[src/rtl/tgd_pkg.sv]
// Shared types and constants of the touch gesture decoder.
package tgd_pkg;

  typedef enum logic [3:0] {
    EV_NONE   = 4'd0,
    EV_TAP    = 4'd1,
    EV_LONG   = 4'd2,
    EV_LEFT   = 4'd3,
    EV_RIGHT  = 4'd4,
    EV_UP     = 4'd5,
    EV_DOWN   = 4'd6,
    EV_MULTI  = 4'd7,
    EV_TRIPLE = 4'd8
  } tgd_event_t;

  localparam logic [2:0] CFG_SCREEN_WIDTH  = 3'd0;
  localparam logic [2:0] CFG_SCREEN_HEIGHT = 3'd1;
  localparam logic [2:0] CFG_MULTITAP_CNT  = 3'd2;
  localparam logic [2:0] CFG_MULTITAP_WIN  = 3'd3;
  localparam logic [2:0] CFG_TAP_TIMEOUT   = 3'd4;
  localparam logic [2:0] CFG_LONGPRESS     = 3'd5;
  localparam logic [2:0] CFG_SWIPE_DELTA   = 3'd6;
  localparam logic [2:0] CFG_SWIPE_MAX     = 3'd7;

  localparam logic [7:0] TAP_SAT    = 8'd255;
  localparam logic [7:0] TAP_TRIPLE = 8'd3;

  typedef struct packed {
    logic [12:0] screen_width;
    logic [12:0] screen_height;
    logic [7:0]  multitap_count;
    logic [31:0] multitap_window_ms;
    logic [31:0] tap_gap_ms;
    logic [31:0] hold_ms;
    logic [11:0] swipe_travel;
    logic [31:0] swipe_window_ms;
  } tgd_cfg_t;

  typedef struct packed {
    logic        pressed;
    logic [11:0] x;
    logic [11:0] y;
    logic [31:0] now;
  } tgd_sample_t;

  typedef struct packed {
    logic        was_pressed;
    logic [31:0] press_start_time;
    logic        long_fired;
    logic [11:0] start_x;
    logic [11:0] start_y;
    logic [11:0] last_x;
    logic [11:0] last_y;
    logic [7:0]  tap_count;
    logic [31:0] first_tap_time;
    logic [31:0] last_tap_time;
    logic        triple_pending;
    logic [31:0] triple_due_time;
  } tgd_state_t;

endpackage

[src/rtl/touch_gesture_decoder.sv]
// Touch gesture decoder: turns polled touch samples into one gesture event per sample.
//
// Input channel: one word per polled controller sample (count byte, X and Y bytes,
// millisecond timestamp) on in_valid/in_ready. Output channel: one gesture_event word
// per sample on out_valid/out_ready, in input order.
// The sample is registered at acceptance, with its press flag and screen bounds check
// already resolved. When the output register is free or drains, the decision logic
// updates the tracker state and loads the event into the output register. One sample
// per cycle is sustained while out_ready stays high; the input register and the
// output register each hold one word.
// When the receiver stalls, the output register holds its word and the input register
// holds the next sample; in_ready drops only when both are full.
// Reset clears the tracker state, empties both registers and loads the default
// configuration. Configuration writes on cfg_we take effect at once and are meant to
// happen only while no sample is in flight.
module touch_gesture_decoder
  import tgd_pkg::*;
(
  input  logic        clk,
  input  logic        rst,
  input  logic        cfg_we,
  input  logic [2:0]  cfg_index,
  input  logic [31:0] cfg_data,
  input  logic        in_valid,
  output logic        in_ready,
  input  logic [7:0]  point_count_byte,
  input  logic [7:0]  x_high_byte,
  input  logic [7:0]  x_low_byte,
  input  logic [7:0]  y_high_byte,
  input  logic [7:0]  y_low_byte,
  input  logic [31:0] time_ms,
  output logic        out_valid,
  input  logic        out_ready,
  output logic [3:0]  gesture_event
);

  tgd_cfg_t    cfg;
  tgd_sample_t smp;
  tgd_sample_t smp_next;
  tgd_state_t  st;
  tgd_state_t  st_next;
  tgd_event_t  ev;
  logic        smp_valid;
  logic        advance;
  logic [11:0] in_x;
  logic [11:0] in_y;

  assign advance  = smp_valid && (!out_valid || out_ready);
  assign in_ready = !smp_valid || advance;

  assign in_x = {x_high_byte[3:0], x_low_byte};
  assign in_y = {y_high_byte[3:0], y_low_byte};

  // A touch outside the screen counts as no touch at all.
  always_comb begin
    smp_next.pressed = (point_count_byte[3:0] != 4'd0) &&
                       ({1'b0, in_x} < cfg.screen_width) &&
                       ({1'b0, in_y} < cfg.screen_height);
    smp_next.x   = in_x;
    smp_next.y   = in_y;
    smp_next.now = time_ms;
  end

  always_ff @(posedge clk) begin
    if (rst) begin
      cfg.screen_width       <= 13'd466;
      cfg.screen_height      <= 13'd466;
      cfg.multitap_count     <= 8'd4;
      cfg.multitap_window_ms <= 32'd1000;
      cfg.tap_gap_ms         <= 32'd700;
      cfg.hold_ms            <= 32'd600;
      cfg.swipe_travel       <= 12'd30;
      cfg.swipe_window_ms    <= 32'd400;
    end else if (cfg_we) begin
      case (cfg_index)
        CFG_SCREEN_WIDTH:  cfg.screen_width       <= cfg_data[12:0];
        CFG_SCREEN_HEIGHT: cfg.screen_height      <= cfg_data[12:0];
        CFG_MULTITAP_CNT:  cfg.multitap_count     <= cfg_data[7:0];
        CFG_MULTITAP_WIN:  cfg.multitap_window_ms <= cfg_data;
        CFG_TAP_TIMEOUT:   cfg.tap_gap_ms         <= cfg_data;
        CFG_LONGPRESS:     cfg.hold_ms            <= cfg_data;
        CFG_SWIPE_DELTA:   cfg.swipe_travel       <= cfg_data[11:0];
        CFG_SWIPE_MAX:     cfg.swipe_window_ms    <= cfg_data;
        default: ;
      endcase
    end
  end

  always_ff @(posedge clk) begin
    if (rst) begin
      smp_valid <= 1'b0;
    end else if (in_ready) begin
      smp_valid <= in_valid;
    end
  end

  always_ff @(posedge clk) begin
    if (in_valid && in_ready) begin
      smp <= smp_next;
    end
  end

  tgd_core u_core (
    .cfg     (cfg),
    .smp     (smp),
    .st      (st),
    .st_next (st_next),
    .ev      (ev)
  );

  always_ff @(posedge clk) begin
    if (rst) begin
      st <= '0;
    end else if (advance) begin
      st <= st_next;
    end
  end

  always_ff @(posedge clk) begin
    if (rst) begin
      out_valid <= 1'b0;
    end else if (advance) begin
      out_valid <= 1'b1;
    end else if (out_ready) begin
      out_valid <= 1'b0;
    end
  end

  always_ff @(posedge clk) begin
    if (advance) begin
      gesture_event <= ev;
    end
  end

  a_triple_clears: assert property (@(posedge clk) disable iff (rst)
    (advance && ev == EV_TRIPLE) |=> !st.triple_pending)
    else $error("triple tap fired but stayed pending");

  a_multi_resets_taps: assert property (@(posedge clk) disable iff (rst)
    (advance && ev == EV_MULTI) |=> (st.tap_count == 8'd0))
    else $error("multitap left taps counted");

  a_long_marks_hold: assert property (@(posedge clk) disable iff (rst)
    (advance && ev == EV_LONG) |=> (st.long_fired && st.was_pressed))
    else $error("long press without a held touch");

  a_ready_when_drained: assert property (@(posedge clk) disable iff (rst)
    !out_valid |-> in_ready)
    else $error("input stalled with an empty output register");

endmodule

[src/rtl/tgd_core.sv]
// Per-sample gesture decision: next tracker state and event for one registered sample.
module tgd_core
  import tgd_pkg::*;
(
  input  tgd_cfg_t    cfg,
  input  tgd_sample_t smp,
  input  tgd_state_t  st,
  output tgd_state_t  st_next,
  output tgd_event_t  ev
);

  logic              trip_fire;
  logic              press_edge;
  logic              release_edge;
  logic [31:0]       held;
  logic [31:0]       held_eff;
  logic              long_eff;
  logic signed [12:0] dx;
  logic signed [12:0] dy;
  logic [11:0]       ax;
  logic [11:0]       ay;
  logic [7:0]        tc;
  logic [31:0]       first_t;
  logic [31:0]       since_first;
  logic [31:0]       since_last;
  logic              long_hit;

  assign trip_fire    = st.triple_pending && (smp.now >= st.triple_due_time);
  assign press_edge   = smp.pressed && !st.was_pressed;
  assign release_edge = !smp.pressed && st.was_pressed;
  assign held         = smp.now - st.press_start_time;
  // On the press edge the press start becomes now, so the hold time is zero.
  assign held_eff     = press_edge ? 32'd0 : held;
  assign long_eff     = press_edge ? 1'b0 : st.long_fired;

  assign dx = $signed({1'b0, st.last_x}) - $signed({1'b0, st.start_x});
  assign dy = $signed({1'b0, st.last_y}) - $signed({1'b0, st.start_y});
  assign ax = dx[12] ? 12'(-dx) : dx[11:0];
  assign ay = dy[12] ? 12'(-dy) : dy[11:0];

  assign tc          = (st.tap_count == TAP_SAT) ? TAP_SAT : st.tap_count + 8'd1;
  assign first_t     = (tc == 8'd1) ? smp.now : st.first_tap_time;
  assign since_first = (tc == 8'd1) ? 32'd0 : smp.now - st.first_tap_time;
  assign since_last  = smp.now - st.last_tap_time;

  always_comb begin
    st_next  = st;
    ev       = EV_NONE;
    long_hit = 1'b0;
    if (trip_fire) begin
      st_next.triple_pending = 1'b0;
      ev = EV_TRIPLE;
    end else if (release_edge) begin
      st_next.was_pressed = 1'b0;
      if (st.long_fired) begin
        ev = EV_NONE;
      end else if (held <= cfg.swipe_window_ms && ax > ay && ax >= cfg.swipe_travel) begin
        ev = dx[12] ? EV_LEFT : EV_RIGHT;
      end else if (held <= cfg.swipe_window_ms && ay > ax && ay >= cfg.swipe_travel) begin
        ev = dy[12] ? EV_UP : EV_DOWN;
      end else begin
        st_next.first_tap_time = first_t;
        st_next.last_tap_time  = smp.now;
        if (tc >= cfg.multitap_count && since_first <= cfg.multitap_window_ms) begin
          st_next.tap_count = 8'd0;
          ev = EV_MULTI;
        end else begin
          st_next.tap_count = tc;
          if (tc == TAP_TRIPLE && since_first <= cfg.tap_gap_ms) begin
            st_next.triple_pending  = 1'b1;
            st_next.triple_due_time = first_t + cfg.tap_gap_ms;
          end
        end
      end
    end else begin
      if (press_edge) begin
        st_next.press_start_time = smp.now;
        st_next.long_fired       = 1'b0;
        st_next.start_x          = smp.x;
        st_next.start_y          = smp.y;
      end
      if (smp.pressed) begin
        st_next.was_pressed = 1'b1;
        st_next.last_x      = smp.x;
        st_next.last_y      = smp.y;
        if (!long_eff && held_eff >= cfg.hold_ms) begin
          st_next.long_fired = 1'b1;
          st_next.tap_count  = 8'd0;
          ev       = EV_LONG;
          long_hit = 1'b1;
        end
      end
      if (!long_hit && st.tap_count != 8'd0 && since_last > cfg.tap_gap_ms) begin
        ev = (st.tap_count == 8'd1) ? EV_TAP : EV_NONE;
        st_next.tap_count = 8'd0;
      end
    end
  end

endmodule
[config.mk]
export PLATFORM = sky130hd
export DESIGN_NAME = touch_gesture_decoder
export DESIGN_NICKNAME = d
export VERILOG_FILES = /design/src/rtl/tgd_pkg.sv /design/src/rtl/touch_gesture_decoder.sv /design/src/rtl/tgd_core.sv
export SDC_FILE = /design/constraint.sdc
export NUM_CORES = 1
export LEC_CHECK = 0
export ABC_AREA = 1
export BUFFER_PORTS_ARGS = -buffer_cell sky130_fd_sc_hd__buf_2
export CAP_MARGIN = 25
export CORE_ASPECT_RATIO = 1.4
export CORE_MARGIN = 1
export CORE_UTILIZATION = 59
export CTS_BUF_LIST = sky130_fd_sc_hd__clkbuf_2
export DETAILED_ROUTE_END_ITERATION = 6
export PLACE_DENSITY = 0.77
export SLEW_MARGIN = 30
export SYNTH_ARGS = -nofsm -noshare
export SYNTH_HDL_FRONTEND = slang
export SYNTH_SLANG_ARGS = --single-unit
[constraint.sdc]
create_clock -name clk -period 12.32 [get_ports clk]
set_input_delay 3.08 -clock clk [delete_from_list [all_inputs] [get_ports clk]]
set_output_delay 3.08 -clock clk [all_outputs]
set_load 0.02 [all_outputs]
==> metrics.md <==
| Metric | Value |
|---|---|
| Main combinational cell family by area after synthesis | compound AO/OA/AOI/OAI gates |
| Worst setup SP type | input pin |
| Total wire length | 87.54 mm |
| Post-synth EDFFs | 61 |
| # hold bufs at CTS | 0 |
| Multiplexer share of the synthesized area | 0% |
| Failing checks | DRC |
| Longest Clk Path Bufs | 3 |
| Run status | finished, violations left |
| Vias in the first global route | 26407 |
| VDD IR max | 0.1358 mV |
| Final Cycle Share | 53.55% |
| Netlist cell types | 47 |
| Max-Cap Viols | 0 |
| CTS tree | built |
| Crit path buffers/inverters | 3 |
| Most used DFF post-synth | dfxtp_1 |
| Row cnt | 97 |
| Postcts setup bufs | 0 |
| Global-route wire length before repair | 135.5 mm |
| Total gr overflow | 0 |
| H-tree depth | 3 |
| Pwr Density | 145.7 nW/um^2 |
| Filler cells | 4741 |
| Crit-path max FO | 3 |
| Endpoint type of the worst setup path | output port |
| Largest net degree at the start of global routing | 168 |
| Place WS | 5722 ps |
| Port buffer count | 105 |
| CP Class | input pin to output port |
| Total power draw | 0.004677 W |
| Crit path largest cell delay | 180 ps |
| Asr flop ratio synth | 0% |
| Slowest CP cell | buf_2 |
| Via count | 28192 |
| Register area | 9099 um^2 |
| Worst setup margin | 5723 ps |
| RSZ-0062 raised after global routing | false |
| WP data required | 9240 ps |
| PostCTS Resize Cnt | 0 |
| Relative slew slack | 38.31% |
| DRC viols | 44 |
| Skew final | 71.26 ps |
| FF+latch count, synth | 424 |
| Worst skew pair latency | 1200 ps |
| Final Setup Violations | 0 |
| HP Class | flip-flop to flip-flop |
| Crit-path cells | buf_2, inv_1, nand3_1, buf_2 |
| Clk sinks | 424 |
| Layout cells sized above 1 | 7.434% |
| Post-Synth Adder-Cell Area | 17.51% |
| Setup_tns | 0 ps |
| Avg WL per Cell | 17.43 um |
| Io pins | 118 |
| XOR/XNOR Fraction of Synth Area | 3.904% |
| Die area | 51870 um^2 |
| Largest area contributor in the netlist | dfxtp_1 |
| Final hold violation count | 0 |
| Root buffer cell | clkbuf_2 |
| Syn-to-layout area delta | 6.805% |
| Die Y | 269.1 um |
| Gp weighted congestion | 0.9726 |
| DRT antenna net count | 0 |
| Largest cells by area after synthesis | dfxtp_1 24%, ha_1 17%, a21oi_1 10% |
| CORE AREA | 50120 um^2 |
| Register clock-pin slew on the reported worst setup and hold paths | 110 ps |
| Family with the most delay on the worst path | buffers and inverters |
| Seq/Total Area, Yosys | 30.27% |
| Top cell type's share of synthesized area | 24.17% |
| Initial DRC Count | 1594 |
| Slew @ Worst Pin | 921.9 ps |
| CTS buffer count | 104 |
| Leak | 14.57 nW |
| Synth Area in Compound Gates | 21.40% |
| Crit path top cell by count | buf_2 |
| TritonRoute pass-1 iters | 7 |
| Total global routing track utilization | 33.95% |
| Mapped Area | 30060 um^2 |
| Tmin final | 6597 ps |
| Fin nets | 4824 |
| Syn_nets | 4719 |
| Simple-Gate Fraction of Synth Area | 17.24% |
| Achievable frequency | 0.1516 GHz |
| HPWL Detailed | 67.93 mm |
| Critical path data arrival time | 3520 ps |
| Multi-input gate area | 18080 um^2 |
| Syn Inst Count | 4190 |
| Starting Density | 59.97% |
| Max-slew violations | 0 |
| Initial antenna violation count | 6 |
| Yosys warns | 0 |
| Syn avg cell area | 7.174 um^2 |
| DR vias/cell | 5.611 |
| Horiz. Die Dim | 192.8 um |
state kept, by name, summed over array words and instances (netlist names):
register,cells
out_valid,1
st,187
smp,57
gesture_event,4
smp_valid,1
cfg,174
cell usage after synthesis, types with 6 or more instances:
cell / number
nand3_1: 161
nor2_1: 292
nor3_1: 36
o21ai_0: 387
a21o_1: 26
a31oi_1: 14
buf_2: 31
o21ai_1: 48
a21oi_1: 630
inv_1: 625
fa_1: 6
nand4_1: 46
dfxtp_1: 363
o21a_1: 21
or2_2: 12
o211ai_1: 39
clkbuf_1: 89
ha_1: 411
o221ai_1: 6
xor2_1: 100
edfxtp_1: 61
a21boi_0: 11
nand3b_1: 7
o21bai_1: 14
xnor2_1: 34
nand2_1: 666
nor4_1: 10
layout make-up:
cell class / instances / area share [%]
clock buffer: 155 / 2.416
timing repair buffer: 125 / 2.167
tap: 643 / 2.506
inverter: 632 / 7.412
sequential: 424 / 28.34
clock inverter: 28 / 0.7677
multi-input combinational: 3008 / 56.32
antenna: 9 / 0.07015
worst register-to-register path: cells and delay by family (launching register included):
| family | cells | cell delay, ps |
|---|---|---|
| simple gates | 14 | 2340 |
| compound gates | 7 | 1490 |
| fa+ha+maj | 2 | 760 |
| flops | 1 | 620 |
| buf+inv | 2 | 470 |
| xor+xnor | 1 | 290 |
per-layer routing:
metal  vias to the layer above  share of wire (%)  track usage [%]  wire length, um
met5                         -              0.015                0               13
met4                         2                8.5            27.03             7437
met3                       323                4.9            5.284             4313
met2                       823                 49            59.90            42510
met1                     12693                 38            35.61            33270
li1                      14351                  -                -                -
report_power, final:
group | internal (W) | leakage (nW) | switching, W
Combinational | 0.000724 | 10.3 | 0.00141
Sequential | 0.00146 | 3.54 | 0.0000439
Clock | 0.000439 | 0.764 | 0.000605
per-stage QoR:
stage                     instances  utilization [%]  hold WS (ps)  area [um^2]
after CTS                      5015            63.99         460.9        32080
after floorplan                4190                -         424.5        30060
after global routing           5021            64.04         480.3        32100
after global placement         4831            61.90         437.7        31030
after detailed placement       4832            61.96         445.7        31050
final                          5024            64.05         457.3        32110
cell usage in the layout, fill, tap and decap left out, drive strengths merged, types with 25 or more instances in the layout:
cell type / instances
nand2: 668
a21oi: 630
inv: 629
o21ai: 435
ha: 411
dfxtp: 363
nor2: 296
nand3: 164
clkbuf: 155
buf: 125
xor2: 100
edfxtp: 61
nand4: 47
o211ai: 39
nor3: 37
xnor2: 34
a21o: 26
clkinv: 25
cell families (layout without fill, tap and decap cells):
family,after synthesis,in the layout
AO/OA/AOI/OAI,1212,1212
flip-flops,424,424
buffers and inverters,758,940
other,0,9
XOR/XNOR,134,134
adder cells (fa/ha/maj),417,417
AND/OR/NAND/NOR,1245,1245
final timing paths:
check | cells after the start | endpoint | slack [ps] | startpoint
worst max-delay path | 4 | in_ready | 5720 | out_ready
worst min-delay path | 2 | cfg[148]$_SDFFE_PP0P_ | 460 | cfg[148]$_SDFFE_PP0P_
worst max register to register | 26 | st[30]$_SDFFE_PP0P_ | 6170 | smp[2]$_DFFE_PP_
worst min register to register | 2 | cfg[148]$_SDFFE_PP0P_ | 460 | cfg[148]$_SDFFE_PP0P_
(Power assumes the default switching activity.)
